<file path="src/rtl/core/meu_pkg.sv">
// Shared definitions for the modular exponentiation unit.
// Holds the configuration register indexes and the multiplier status type.
// No dependencies.
`default_nettype none

package meu_pkg;

    localparam int CFG_INDEX_BITS = 2;

    localparam logic [CFG_INDEX_BITS-1:0] CFG_EXPONENT = 2'd0;
    localparam logic [CFG_INDEX_BITS-1:0] CFG_MODULUS  = 2'd1;

    typedef struct packed {
        logic busy;
        logic done;
    } mul_status_t;

endpackage

`default_nettype wire

</file>
<file path="src/rtl/core/meu_mulmod.sv">
// Bit-serial modular multiplier: one multiplier bit per cycle, double and add.
// Depends on meu_pkg for the status type.
`default_nettype none

module meu_mulmod #(
    parameter int WORD_BITS = 64
) (
    input  wire                    clk,
    input  wire                    rst_n,
    input  wire                    start,
    input  wire [WORD_BITS-1:0]    op_a,
    input  wire [WORD_BITS-1:0]    op_b,
    input  wire [WORD_BITS-1:0]    modulus,
    output meu_pkg::mul_status_t   status,
    output logic [WORD_BITS-1:0]   product
);
    import meu_pkg::*;

    localparam int CW = $clog2(WORD_BITS);

    logic [WORD_BITS-1:0] acc_reg, acc_next;
    logic [WORD_BITS-1:0] a_reg;
    logic [WORD_BITS-1:0] b_reg;
    logic [CW-1:0]        cnt_reg;
    logic                 busy_reg;
    logic                 done_reg;

    logic [WORD_BITS+1:0] addend;
    logic [WORD_BITS+1:0] sum;
    logic [WORD_BITS+1:0] n_one;
    logic [WORD_BITS+1:0] n_two;

    always_comb
    begin
        addend = b_reg[WORD_BITS-1] ? {2'b00, a_reg} : '0;
        sum    = {1'b0, acc_reg, 1'b0} + addend;
        n_one  = {2'b00, modulus};
        n_two  = {1'b0, modulus, 1'b0};
        if (sum >= n_two)
        begin
            acc_next = WORD_BITS'(sum - n_two);
        end
        else if (sum >= n_one)
        begin
            acc_next = WORD_BITS'(sum - n_one);
        end
        else
        begin
            acc_next = sum[WORD_BITS-1:0];
        end
    end

    always_ff @(posedge clk or negedge rst_n)
    begin
        if (!rst_n)
        begin
            busy_reg <= 1'b0;
            done_reg <= 1'b0;
            cnt_reg  <= '0;
        end
        else
        begin
            done_reg <= busy_reg && !start && (cnt_reg == '0);
            if (start)
            begin
                busy_reg <= 1'b1;
                cnt_reg  <= CW'(WORD_BITS - 1);
            end
            else if (busy_reg)
            begin
                cnt_reg <= cnt_reg - 1'b1;
                if (cnt_reg == '0)
                begin
                    busy_reg <= 1'b0;
                end
            end
        end
    end

    always_ff @(posedge clk)
    begin
        if (start)
        begin
            acc_reg <= '0;
            a_reg   <= op_a;
            b_reg   <= op_b;
        end
        else if (busy_reg)
        begin
            acc_reg <= acc_next;
            b_reg   <= {b_reg[WORD_BITS-2:0], 1'b0};
        end
    end

    assign status.busy = busy_reg;
    assign status.done = done_reg;
    assign product     = acc_reg;

endmodule

`default_nettype wire

</file>
<file path="src/rtl/core/modular_exponentiation_unit.sv">
// Top level of the modular exponentiation unit: stream ports, registers and sequencer.
// Depends on meu_pkg and meu_mulmod.
// Each request takes a base word and returns base to the configured exponent
// modulo the configured modulus, using left-to-right square-and-multiply over all
// WORD_BITS exponent bits on one bit-serial modular multiplier that handles one
// multiplier bit per cycle. The multiplier is used first to reduce the base and
// then once or twice per exponent bit, so the time a request takes is set by the
// multiplier and grows with the number of set exponent bits.
// A zero exponent returns 1. One request is worked at a time;
// a finished result waits in the output register while the next request starts.
// A zero write to the modulus is ignored.
`default_nettype none

module modular_exponentiation_unit #(
    parameter int WORD_BITS = 64
) (
    input  wire                               clk,
    input  wire                               rst_n,
    input  wire                               s_axis_tvalid,
    output logic                              s_axis_tready,
    // Fields from bit 0: base_value.
    input  wire [((WORD_BITS+7)/8)*8-1:0]     s_axis_tdata,
    output logic                              m_axis_tvalid,
    input  wire                               m_axis_tready,
    // Fields from bit 0: power_result.
    output logic [((WORD_BITS+7)/8)*8-1:0]    m_axis_tdata,
    input  wire                               cfg_valid,
    output logic                              cfg_ready,
    input  wire [meu_pkg::CFG_INDEX_BITS-1:0] cfg_index,
    input  wire [WORD_BITS-1:0]               cfg_data
);
    import meu_pkg::*;

    localparam int DATA_BITS = ((WORD_BITS + 7) / 8) * 8;
    localparam int CW        = $clog2(WORD_BITS);

    localparam logic [2:0] ST_IDLE   = 3'd0;
    localparam logic [2:0] ST_REDUCE = 3'd1;
    localparam logic [2:0] ST_SQUARE = 3'd2;
    localparam logic [2:0] ST_MULT   = 3'd3;
    localparam logic [2:0] ST_DONE   = 3'd4;

    localparam logic [WORD_BITS-1:0] ONE = {{(WORD_BITS-1){1'b0}}, 1'b1};

    logic [2:0]           state_reg;
    logic [WORD_BITS-1:0] exponent_reg;
    logic [WORD_BITS-1:0] modulus_reg;
    logic [WORD_BITS-1:0] e_reg;
    logic [CW-1:0]        bit_reg;
    logic [WORD_BITS-1:0] base_reg;
    logic [WORD_BITS-1:0] res_reg;
    logic [WORD_BITS-1:0] opa_reg;
    logic [WORD_BITS-1:0] opb_reg;
    logic                 start_reg;
    logic                 start_next;
    logic                 out_valid_reg;
    logic [WORD_BITS-1:0] out_data_reg;

    mul_status_t          mul_status;
    logic [WORD_BITS-1:0] product;
    logic                 in_accept;
    logic                 out_free;
    logic [WORD_BITS-1:0] init_r;

    meu_mulmod #(
        .WORD_BITS (WORD_BITS)
    ) u_mulmod (
        .clk     (clk),
        .rst_n   (rst_n),
        .start   (start_reg),
        .op_a    (opa_reg),
        .op_b    (opb_reg),
        .modulus (modulus_reg),
        .status  (mul_status),
        .product (product)
    );

    assign s_axis_tready = (state_reg == ST_IDLE);
    assign in_accept     = s_axis_tvalid && s_axis_tready;
    assign out_free      = !out_valid_reg || m_axis_tready;
    assign cfg_ready     = 1'b1;
    assign init_r        = (modulus_reg == ONE) ? '0 : ONE;
    assign m_axis_tvalid = out_valid_reg;
    assign m_axis_tdata  = DATA_BITS'(out_data_reg);

    always_ff @(posedge clk or negedge rst_n)
    begin
        if (!rst_n)
        begin
            exponent_reg <= ONE;
            modulus_reg  <= ONE;
        end
        else if (cfg_valid)
        begin
            case (cfg_index)
                CFG_EXPONENT:
                begin
                    exponent_reg <= cfg_data;
                end
                CFG_MODULUS:
                begin
                    if (cfg_data != '0)
                    begin
                        modulus_reg <= cfg_data;
                    end
                end
                default:
                begin
                end
            endcase
        end
    end

    always_comb
    begin
        case (state_reg)
            ST_IDLE:
            begin
                start_next = in_accept && (exponent_reg != '0);
            end
            ST_REDUCE:
            begin
                start_next = mul_status.done;
            end
            ST_SQUARE:
            begin
                start_next = mul_status.done && (e_reg[WORD_BITS-1] || (bit_reg != '0));
            end
            ST_MULT:
            begin
                start_next = mul_status.done && (bit_reg != '0);
            end
            default:
            begin
                start_next = 1'b0;
            end
        endcase
    end

    always_ff @(posedge clk or negedge rst_n)
    begin
        if (!rst_n)
        begin
            state_reg     <= ST_IDLE;
            start_reg     <= 1'b0;
            out_valid_reg <= 1'b0;
            bit_reg       <= '0;
        end
        else
        begin
            start_reg <= start_next;
            if ((state_reg == ST_DONE) && out_free)
            begin
                out_valid_reg <= 1'b1;
            end
            else if (m_axis_tready)
            begin
                out_valid_reg <= 1'b0;
            end
            case (state_reg)
                ST_IDLE:
                begin
                    if (in_accept)
                    begin
                        if (exponent_reg == '0)
                        begin
                            state_reg <= ST_DONE;
                        end
                        else
                        begin
                            state_reg <= ST_REDUCE;
                        end
                    end
                end
                ST_REDUCE:
                begin
                    if (mul_status.done)
                    begin
                        bit_reg   <= CW'(WORD_BITS - 1);
                        state_reg <= ST_SQUARE;
                    end
                end
                ST_SQUARE:
                begin
                    if (mul_status.done)
                    begin
                        if (e_reg[WORD_BITS-1])
                        begin
                            state_reg <= ST_MULT;
                        end
                        else if (bit_reg == '0)
                        begin
                            state_reg <= ST_DONE;
                        end
                        else
                        begin
                            bit_reg <= bit_reg - 1'b1;
                        end
                    end
                end
                ST_MULT:
                begin
                    if (mul_status.done)
                    begin
                        if (bit_reg == '0)
                        begin
                            state_reg <= ST_DONE;
                        end
                        else
                        begin
                            bit_reg   <= bit_reg - 1'b1;
                            state_reg <= ST_SQUARE;
                        end
                    end
                end
                ST_DONE:
                begin
                    if (out_free)
                    begin
                        state_reg <= ST_IDLE;
                    end
                end
                default:
                begin
                    state_reg <= ST_IDLE;
                end
            endcase
        end
    end

    always_ff @(posedge clk)
    begin
        case (state_reg)
            ST_IDLE:
            begin
                if (in_accept)
                begin
                    e_reg   <= exponent_reg;
                    opa_reg <= ONE;
                    opb_reg <= s_axis_tdata[WORD_BITS-1:0];
                    res_reg <= ONE;
                end
            end
            ST_REDUCE:
            begin
                if (mul_status.done)
                begin
                    base_reg <= product;
                    res_reg  <= init_r;
                    opa_reg  <= init_r;
                    opb_reg  <= init_r;
                end
            end
            ST_SQUARE:
            begin
                if (mul_status.done)
                begin
                    res_reg <= product;
                    if (e_reg[WORD_BITS-1])
                    begin
                        opa_reg <= product;
                        opb_reg <= base_reg;
                    end
                    else
                    begin
                        e_reg   <= {e_reg[WORD_BITS-2:0], 1'b0};
                        opa_reg <= product;
                        opb_reg <= product;
                    end
                end
            end
            ST_MULT:
            begin
                if (mul_status.done)
                begin
                    res_reg <= product;
                    e_reg   <= {e_reg[WORD_BITS-2:0], 1'b0};
                    opa_reg <= product;
                    opb_reg <= product;
                end
            end
            ST_DONE:
            begin
                if (out_free)
                begin
                    out_data_reg <= res_reg;
                end
            end
            default:
            begin
            end
        endcase
    end

endmodule

`default_nettype wire
</file>
<file path="config.mk">
export PLATFORM = sky130hd
export DESIGN_NAME = modular_exponentiation_unit
export DESIGN_NICKNAME = d
export VERILOG_FILES = /design/src/rtl/core/meu_pkg.sv /design/src/rtl/core/meu_mulmod.sv /design/src/rtl/core/modular_exponentiation_unit.sv
export SDC_FILE = /design/constraint.sdc
export NUM_CORES = 1
export LEC_CHECK = 0
export ABC_AREA = 0
export BUFFER_PORTS_ARGS = -buffer_cell sky130_fd_sc_hd__buf_2
export CORE_MARGIN = 5
export CORE_UTILIZATION = 45
export DETAILED_ROUTE_END_ITERATION = 12
export HOLD_SLACK_MARGIN = 0.06
export PLACE_DENSITY = 0.67
export SKIP_LAST_GASP = 1
export SLEW_MARGIN = 20
export SYNTH_ARGS = -nofsm -noshare
export SYNTH_HDL_FRONTEND = slang
export SYNTH_SLANG_ARGS = --single-unit
</file>
<file path="constraint.sdc">
create_clock -name clk -period 10.7 [get_ports clk]
set_input_delay 2.14 -clock clk [delete_from_list [all_inputs] [get_ports clk]]
set_output_delay 2.14 -clock clk [all_outputs]
set_load 0.005 [all_outputs]
</file>
After elaboration in Yosys (flattened, before gate mapping)
Cells that the tools add are included.
- register bits: 659
- latch bits: 0
- RAM bits: 0
- ROM bits: 0
- output and inout bits: 67
- memories kept: 0
- add/subtract/negate cells: 5
- multipliers: 0
- div/mod/pow operators: 0
- order comparisons: 2
- equality and inequality tests: 14
- shift operators: 0
- mux-type cells: 43
- bitwise gates (word level): 0
- reduce and logical (&&, ||, !) cells: 36
- operators by type and width (cell ; count):
    64-bit two-way mux ; 15
    64-bit one-hot mux with 3 select lines ; 2
    64-bit one-hot mux with 4 select lines ; 1
    64-bit nonzero test ; 2
    64-bit subtractor ; 2
    65-bit by 64-bit adder with 66-bit output ; 1
    66-bit by 64-bit greater-or-equal comparator with 1-bit output ; 1
    66-bit by 65-bit greater-or-equal comparator with 1-bit output ; 1
    64-bit by 1-bit equality test with 1-bit output (second input constant) ; 1
    64-bit zero test ; 1
    6-bit two-way mux ; 7
    3-bit two-way mux ; 9
    6-bit one-hot mux with 3 select lines ; 1
    3-bit one-hot mux with 5 select lines ; 1
    5-bit AND reduction ; 3
    6-bit zero test ; 2
    6-bit by 1-bit subtractor with 6-bit output (second input constant) ; 2
    2-bit by 1-bit inequality test with 1-bit output (second input constant) ; 5
    3-bit nonzero test ; 3
    4-bit AND reduction ; 2
    1-bit logical AND ; 7
    3-bit by 2-bit equality test with 1-bit output (second input constant) ; 2
    1-bit two-way mux ; 6
    2-bit AND reduction ; 3
    other kinds (16) ; 20

Longest topological paths before layout
Gate-level depths: netlist (run 1).
- depth after elaboration: 5
- depth in mapped cells: 31
- depth with buffers taken out: 27

Modules after synthesis
A second synthesis (run 1) with hierarchy kept.
- cell total of the unflattened synthesis: 3482
- area, all modules: 37868.8 µm²
- by module, submodules not included (module ; times used ; cells each ; area each (µm²) ; sequential area each (µm²)):
    meu_mulmod ; 1 ; 2380 ; 20045.5 ; 5325.1
    modular_exponentiation_unit ; 1 ; 1102 ; 17823.3 ; 13090.1

Worst setup path before layout (run 1)
OpenSTA, ideal clock, no wires.
- path kind: input to register
- from: input port s_axis_tvalid
- to: register e_reg[0], enable pin
- arrival time: 7.042 ns
- required time: 10.120 ns
- setup slack: 3.079 ns
- stages: 3
- buffers on the path: 0
- cells stage by stage: nand2_1 a21oi_1 a21boi_0
- word-level cells in the longest chain between the ends: 3
- RTL lines (element ; line ; text):
    from (decl) ; modular_exponentiation_unit.sv:19 ; input wire s_axis_tvalid,
    1-bit logical AND ; modular_exponentiation_unit.sv:79 ; assign in_accept = s_axis_tvalid && s_axis_tready;
    2-bit by 1-bit inequality test with 1-bit output (no source line) ; -- ;
    5-bit AND reduction (no source line) ; -- ;
    to (signal assigned) ; modular_exponentiation_unit.sv:238 ; e_reg <= exponent_reg;
    to (signal assigned) ; modular_exponentiation_unit.sv:266 ; e_reg <= {e_reg[WORD_BITS-2:0], 1'b0};
    to (signal assigned) ; modular_exponentiation_unit.sv:277 ; e_reg <= {e_reg[WORD_BITS-2:0], 1'b0};
    to (decl) ; modular_exponentiation_unit.sv:48 ; logic [WORD_BITS-1:0] e_reg;
Every way passes these cells.
A chain may end at the register's enable or synchronous reset.

Final worst setup path (run 1)
- from: register u_mulmod.b_reg[63]
- to: register u_mulmod.acc_reg[49] (netlist: u_mulmod.product[49])
- word-level cells in the longest chain between the ends: 5
- elaborated cells on any way between the ends: 8
- classes of those cells: add/sub: 3; order compare: 2; mux: 3
- RTL lines (element ; line ; text):
    from (decl) ; meu_mulmod.sv:23 ; logic [WORD_BITS-1:0] b_reg;
    from (signal assigned) ; meu_mulmod.sv:86 ; b_reg <= op_b;
    from (signal assigned) ; meu_mulmod.sv:91 ; b_reg <= {b_reg[WORD_BITS-2:0], 1'b0};
    64-bit two-way mux * ; meu_mulmod.sv:35 ; addend = b_reg[WORD_BITS-1] ? {2'b00, a_reg} : '0;
    65-bit by 64-bit adder with 66-bit output * ; meu_mulmod.sv:36 ; sum = {1'b0, acc_reg, 1'b0} + addend;
    64-bit subtractor or 66-bit by 64-bit greater-or-equal comparator with 1-bit output (tied branches) ; meu_mulmod.sv:45, meu_mulmod.sv:43 ;
    64-bit two-way mux ; meu_mulmod.sv:43 ; else if (sum >= n_one)
    64-bit two-way mux * ; meu_mulmod.sv:39 ; if (sum >= n_two)
    to (signal assigned) ; meu_mulmod.sv:90 ; acc_reg <= acc_next;
    to (decl) ; meu_mulmod.sv:21 ; logic [WORD_BITS-1:0] acc_reg, acc_next;
Mark *: on every way between the ends. The rest lies on a longest branch, timed or not.

==> out/results.ini, run 1 <==
[status]
status = complete, no violations

[synth]
syn-cell-area_um2 = 37500
synth_nets = 3878
yosys.area.top_type = edfxtp_1
ys.flop_type = edfxtp_1
ys_seq_area_frac = 0.491
synthTopCellsByArea = edfxtp_1, dfrtp_1, ha_1
synthTopCellsByCount = edfxtp_1, nand2_1, a21oi_1
yosysWarnings = 0
yosysMostFrequentCell = edfxtp_1
async_flop_share = 0.223
synth-seq-cells = 659
synth_top_area_share = 0.359
synth-edff-count = 448
synth.lib_cells_used.distinct = 89
postSynthAreaPerCell_um2 = 10.6
synth_cells = 3546

[final_layout]
antenna_cells = 0
fin_area_um2 = 41900
nets = 3996
finalCoreUtilization = 0.509
drive_gt1_frac = 0.138
n_fill_cell = 7336
syn2layout_area_growth_pct = 11.8

[floorplan]
num_io_pins = 202
die_area_um2 = 89200
die_w_um = 299
rows = 105
initial_core_util = 0.455
fp.dieH_um = 299
core_area_um2 = 82400

[power]
p_per_area_nw_per_um2 = 286
leakage_nw = 16.6
vdd_drop_max_mv = 0.148
seqPwrFrac = 0.280
swShare = 0.434
p_sw_mw = 5.20
pwr-share-comb = 0.505
clkPwrFrac = 0.214
internal_power_mw = 6.78

[timing]
rsz0062_at_grt = no
relSlewSlack = 0.316
slew_violations = 0
fmax_ghz = 0.130
fin_skew_ps = 21.2
tightest_slew_ps = 1030
final.setup.worst_slack_ps = 3020
min_period_ps = 7680
fin_crit_sh = 0.718
hold_viol = 0
tns_ps = 0
setup_violations = 0

[cts]
clk_pin_slew_worst_paths_ps = 60
clkSinkCount = 659
h-tree-depth = 3
clock_latency_ps = 640
cts_resized = 0
cts_setup_buffers = 0
root_buffer = clkbuf_16
cts_buffer_depth = 3
cts_buffers = 74
cts_tree = done
cts_hold_buf = 0

[placement]
post-place-ws_ps = 3150
dpl_cell_area_um2 = 39400
globalplace.congestion = 0.957
hpwl_um = 83000
numPortBuffers = 200

[global_route]
grt_pass1_vias = 27000
grt_max_degree = 128
antenna_found_initial = 1
gr-usage-all-layers = 0.238
globalRoute.totalOverflow = 0
grt_pass1_wl_um = 167000

[min_path]
min-delay-path-class = reg -> reg

[setup_path]
regToRegSetupSlack_ps = 3020
cp_slowest_cell = nand2_1
cp_data_arrival_time_ps = 8230
critical_path_required_ps = 11250
cp_max_fo = 64
cpPeakStageDelay_ps = 550
crit_path_end_kind = flip-flop
crit_type = reg -> reg
crit_top_cell = a21oi_1
start_kind = flip-flop

[drt]
wl_per_cell_um = 23.0
drt_iter0_drc = 2988
vias = 28800
wirelength_um = 110000
ant_nets = 0
detail_route.vias_per_cell = 6.01
route.detailed.drc = 0
dr.pass1.iters = 8

[job]
cap_violations = 0

-- per-stage QoR --
| stage | power (mW) | hold slack (ps) | cells |
|---|---|---|---|
| after global routing | 12.7 | 447 | 4793 |
| after CTS | 11.8 | 441 | 4793 |
| after floorplan | 7.51 | 406 | 3546 |
| after global placement | 9.23 | 427 | 4658 |
| final | 12.0 | 447 | 4793 |
| after detailed placement | 9.23 | 430 | 4658 |
-- final timing paths --
check,start,endpoint,depth (start not counted)
min in group asynchronous,rst_n,bit_reg[1],1
max in group asynchronous,rst_n,exponent_reg[57],2
worst max register to register,u_mulmod.b_reg[63],u_mulmod.product[49],26
worst min register to register,opa_reg[16],m_axis_tdata[16],0
worst min-delay path,opa_reg[16],m_axis_tdata[16],0
worst max-delay path,u_mulmod.b_reg[63],u_mulmod.product[49],26
-- cells in the final DEF (no fill, tap or decap), types with 58 or more instances in the layout --
master     Yosys  routed
a21o_1       124     124
a21oi_1      262     260
a22o_1        77      77
and2_1       141     141
buf_2         14     199
clkbuf_16      0      75
dfrtp_1      145     144
dfxtp_1       64      64
edfxtp_1     448     448
ha_1         194     194
inv_1        111     109
mux2_2       130     130
mux2i_1       94      94
nand2_1      329     329
nand4_1       59      59
nor2_1       143     139
nor4_1        58      58
o21ai_0      248     248
xnor2_1      109     109
xor2_1        73      73
-- per-layer routing --
layer | global-route usage | routed length [um] | up-vias
met1 | 0.371 | 52800 | 14100
li1 | - | - | 13500
met4 | 0.0491 | 2050 | 2
met3 | 0.0373 | 8320 | 132
met2 | 0.352 | 46800 | 1110
met5 | 0 | 13 | -
-- power by group through the flow --
stage               sequential, mW  clock [mW]  combinational, mW
floorplan                     3.20           0               4.31
global placement              3.40           0               5.83
detailed placement            3.40           0               5.83
CTS                           3.35        2.62               5.86
global route                  3.39        2.74               6.54
finish                        3.36        2.57               6.05
-- kinds of logic (layout without fill, tap and decap cells) --
family          Yosys count  count (layout)  synth area share
buf+inv                 298             475            0.0308
flops                   659             659             0.491
mux                     225             225            0.0645
fa+ha+maj               197             197            0.0664
other cells               1               1          0.000100
compound gates         1040            1040             0.180
simple gates            944             944             0.124
xor+xnor                182             182            0.0425
-- critical path: cells and delay by family, from the launching register on --
family                     cells  cell delay, ps
AOI/OAI and AO/OA             16            3910
adders and majority gates      3             990
buffers and inverters          3             950
and+or+nand+nor                3             930
xor gates and xnor gates       1             440
DFF                            1             320
-- layout make-up --
type / count / area [um^2] / share of cell area
timing repair buffer: 228 / 1220 / 0.0291
tap: 1070 / 1340 / 0.0320
clock inverter: 42 / 458 / 0.0109
inverter: 112 / 420 / 0.0100
sequential: 659 / 18400 / 0.440
clock buffer: 93 / 2010 / 0.0481
multi-input combinational: 2589 / 18000 / 0.430
(Power assumes the default switching activity.)
==> inputs of run 2 (changes only) <==
--- a/config.mk
+++ b/config.mk
@@ -5,7 +5,7 @@
 export SDC_FILE = /design/constraint.sdc
 export NUM_CORES = 1
 export LEC_CHECK = 0
-export ABC_AREA = 0
+export ABC_AREA = 1
 export BUFFER_PORTS_ARGS = -buffer_cell sky130_fd_sc_hd__buf_2
 export CORE_MARGIN = 5
 export CORE_UTILIZATION = 45
==> constraint.sdc (replaced) <==
create_clock -name clk -period 7.1 [get_ports clk]
set_input_delay 1.42 -clock clk [delete_from_list [all_inputs] [get_ports clk]]
set_output_delay 1.42 -clock clk [all_outputs]
set_load 0.005 [all_outputs]
==> run 2 against run 1 <==
  * Power is 110% higher
  * Critical path type unchanged
  * Design area is 11% higher
  * Global-route usage is 6.6 points higher
  * Via count is 33% higher
  * Fmax is 18% higher
  * Area after synthesis is 12% higher
  * Sequential power is 53% higher
  * Non-clock buffer count is 10 higher
==> out/results.ini, run 2 <==
[synth]
ys.flop_type = edfxtp_1
synth-seq-cells = 659
postSynthAreaPerCell_um2 = 7.58
yosysWarnings = 0
syn-cell-area_um2 = 41800
synthTopCellsByArea = edfxtp_1, nand2_1, dfrtp_1
synth_top_area_share = 0.322
synthTopCellsByCount = nand2_1, inv_1, nor2_1
synth_nets = 5852
synth_cells = 5520
ys_seq_area_frac = 0.440
synth.lib_cells_used.distinct = 57
yosys.area.top_type = edfxtp_1
yosysMostFrequentCell = nand2_1
synth-edff-count = 448
async_flop_share = 0.223

[min_path]
hold_end = m_axis_tdata[17]
min_path_cells = 0
min-delay-start = opa_reg[17]
min-delay-path-class = reg -> reg

[timing]
min_period_ps = 6540
slew_violations = 0
hold_viol = 0
fmax_ghz = 0.153
relSlewSlack = 0.194
tns_ps = 0
tightest_slew_ps = 1200
final.setup.worst_slack_ps = 561
fin_crit_sh = 0.921
rsz0062_at_grt = no
setup_violations = 0
fin_skew_ps = 27.4

[placement]
hpwl_um = 123000
dpl_cell_area_um2 = 44200
post-place-ws_ps = 779
globalplace.congestion = 1.06
numPortBuffers = 200

[global_route]
grt_pass1_vias = 37100
antenna_found_initial = 0
grt_pass1_wl_um = 227000
globalRoute.totalOverflow = 0
grt_max_degree = 129
gr-usage-all-layers = 0.304

[cts]
cts_hold_buf = 0
clkSinkCount = 659
root_buffer = clkbuf_16
clk_pin_slew_worst_paths_ps = 60
cts_setup_buffers = 0
cts_buffer_depth = 3
clock_latency_ps = 660
h-tree-depth = 3
cts_resized = 0
cts_buffers = 73
cts_tree = done

[status]
status = complete, no violations

[final_layout]
final_cell_mix = nand2_1, inv_1, nor2_1
antenna_cells = 0
syn2layout_area_growth_pct = 11.3
final_common_cell = nand2_1
nets = 6023
drive_gt1_frac = 0.0756
fin_area_um2 = 46600

[floorplan]
die_w_um = 315
core_area_um2 = 91900
fp.dieH_um = 315
rows = 111
die_area_um2 = 99200
initial_core_util = 0.455
num_io_pins = 202

[setup_path]
cpPeakStageDelay_ps = 970
rr_worst_depth = 33
crit_top_cell = nand2_1
critical_path_required_ps = 7650
cp_slowest_cell = edfxtp_1
crit_path_end_kind = flip-flop
rr_startpoint = u_mulmod.b_reg[63]
crit_type = reg -> reg
regToRegSetupSlack_ps = 560
start_kind = flip-flop
cp_max_fo = 61
cp_data_arrival_time_ps = 7090
rr_endpoint = u_mulmod.product[58]

[power]
internal_power_mw = 11.7
leakage_nw = 22.0
pwr-share-comb = 0.651
vdd_drop_max_mv = 0.292
p_per_area_nw_per_um2 = 551
clkPwrFrac = 0.149
seqPwrFrac = 0.200
p_sw_mw = 13.9
swShare = 0.543

[drt]
dr_wl_met2_um = 68300
wl_met1_um = 65900
wirelength_um = 154000
top_layer_used = met4
detail_route.vias_per_cell = 5.49
route.met3.wl_um = 13000
vias = 38400
dr.pass1.iters = 8
ant_nets = 0
route.detailed.drc = 0
drt_iter0_drc = 3793
wl_per_cell_um = 22.0

[job]
cap_violations = 0

==> run 2: cell count changes in the layout (fill, tap and decap cells not counted), moves of 46 or more <==
cell,previous run,this run
o21ai_0,248,294
nand2_1,329,1625
nand3_1,57,292
a21o_1,124,19
nor2_1,139,644
inv_1,109,782
xnor2_1,109,34
mux2_2,130,0
mux2i_1,94,1
a221oi_1,8,64
and2_1,141,4
==> run 2: per-stage QoR <==
step                      hold slack (ps)  power (mW)  std cells  utilization
after floorplan                       421        15.6       5520            -
after global placement                428        21.1       6858        0.480
after detailed placement              434        21.1       6858        0.480
after CTS                             444        25.0       6993        0.506
after global routing                  463        27.3       6994        0.507
final                                 448        25.7       6994        0.507
==> run 2: layout make-up <==
| cell class | instances | area, um^2 |
|---|---|---|
| multi-input combinational | 3921 | 19900 |
| clock inverter | 36 | 360 |
| clock buffer | 99 | 2050 |
| inverter | 798 | 3000 |
| timing repair buffer | 238 | 1360 |
| sequential | 659 | 18400 |
| fill | 9291 | 45400 |
| tap | 1243 | 1560 |
==> run 2: critical path: cells and delay by family (launching register included) <==
family | cells | cell delay, ps
AO/OA/AOI/OAI | 1 | 320
XOR/XNOR | 1 | 650
adder cells (fa/ha/maj) | 3 | 970
buffers and inverters | 5 | 870
flip-flops | 1 | 970
AND/OR/NAND/NOR | 23 | 2590
==> run 2: routing by layer <==
layer,track usage,vias up
li1,-,18400
met1,0.423,18200
met2,0.478,1566
met3,0.0489,264
met4,0.122,0
met5,0,-
==> run 2: worst max path at each step <==
stage / startpoint / endpoint / slack [ps] / cells past startpoint
detailed placement: u_mulmod.b_reg[63] / u_mulmod.product[58] / 780 / 30
CTS: u_mulmod.b_reg[63] / u_mulmod.product[58] / 780 / 30
global route: u_mulmod.b_reg[63] / u_mulmod.product[58] / 190 / 33
global placement: u_mulmod.b_reg[63] / u_mulmod.product[58] / 820 / 30
floorplan: s_axis_tvalid / opa_reg[0] / 600 / 2
finish: u_mulmod.b_reg[63] / u_mulmod.product[58] / 560 / 33
==> run 2: cell families after synthesis <==
family / after synthesis / share of synthesized area
muxes: 1 / 0.000239
AOI/OAI and AO/OA: 803 / 0.113
DFF: 659 / 0.440
xor gates and xnor gates: 128 / 0.0268
adders and majority gates: 197 / 0.0594
other: 1 / 0.0000896
and+or+nand+nor: 2791 / 0.273
buffers and inverters: 940 / 0.0877
==> run 2: power groups by stage <==
stage	registers, mW	clock network (mW)	logic (mW)
floorplan	4.92	0	10.7
global placement	5.18	0	16.0
detailed placement	5.19	0	15.9
CTS	5.11	3.87	16.0
global route	5.15	4.05	18.1
finish	5.13	3.82	16.7
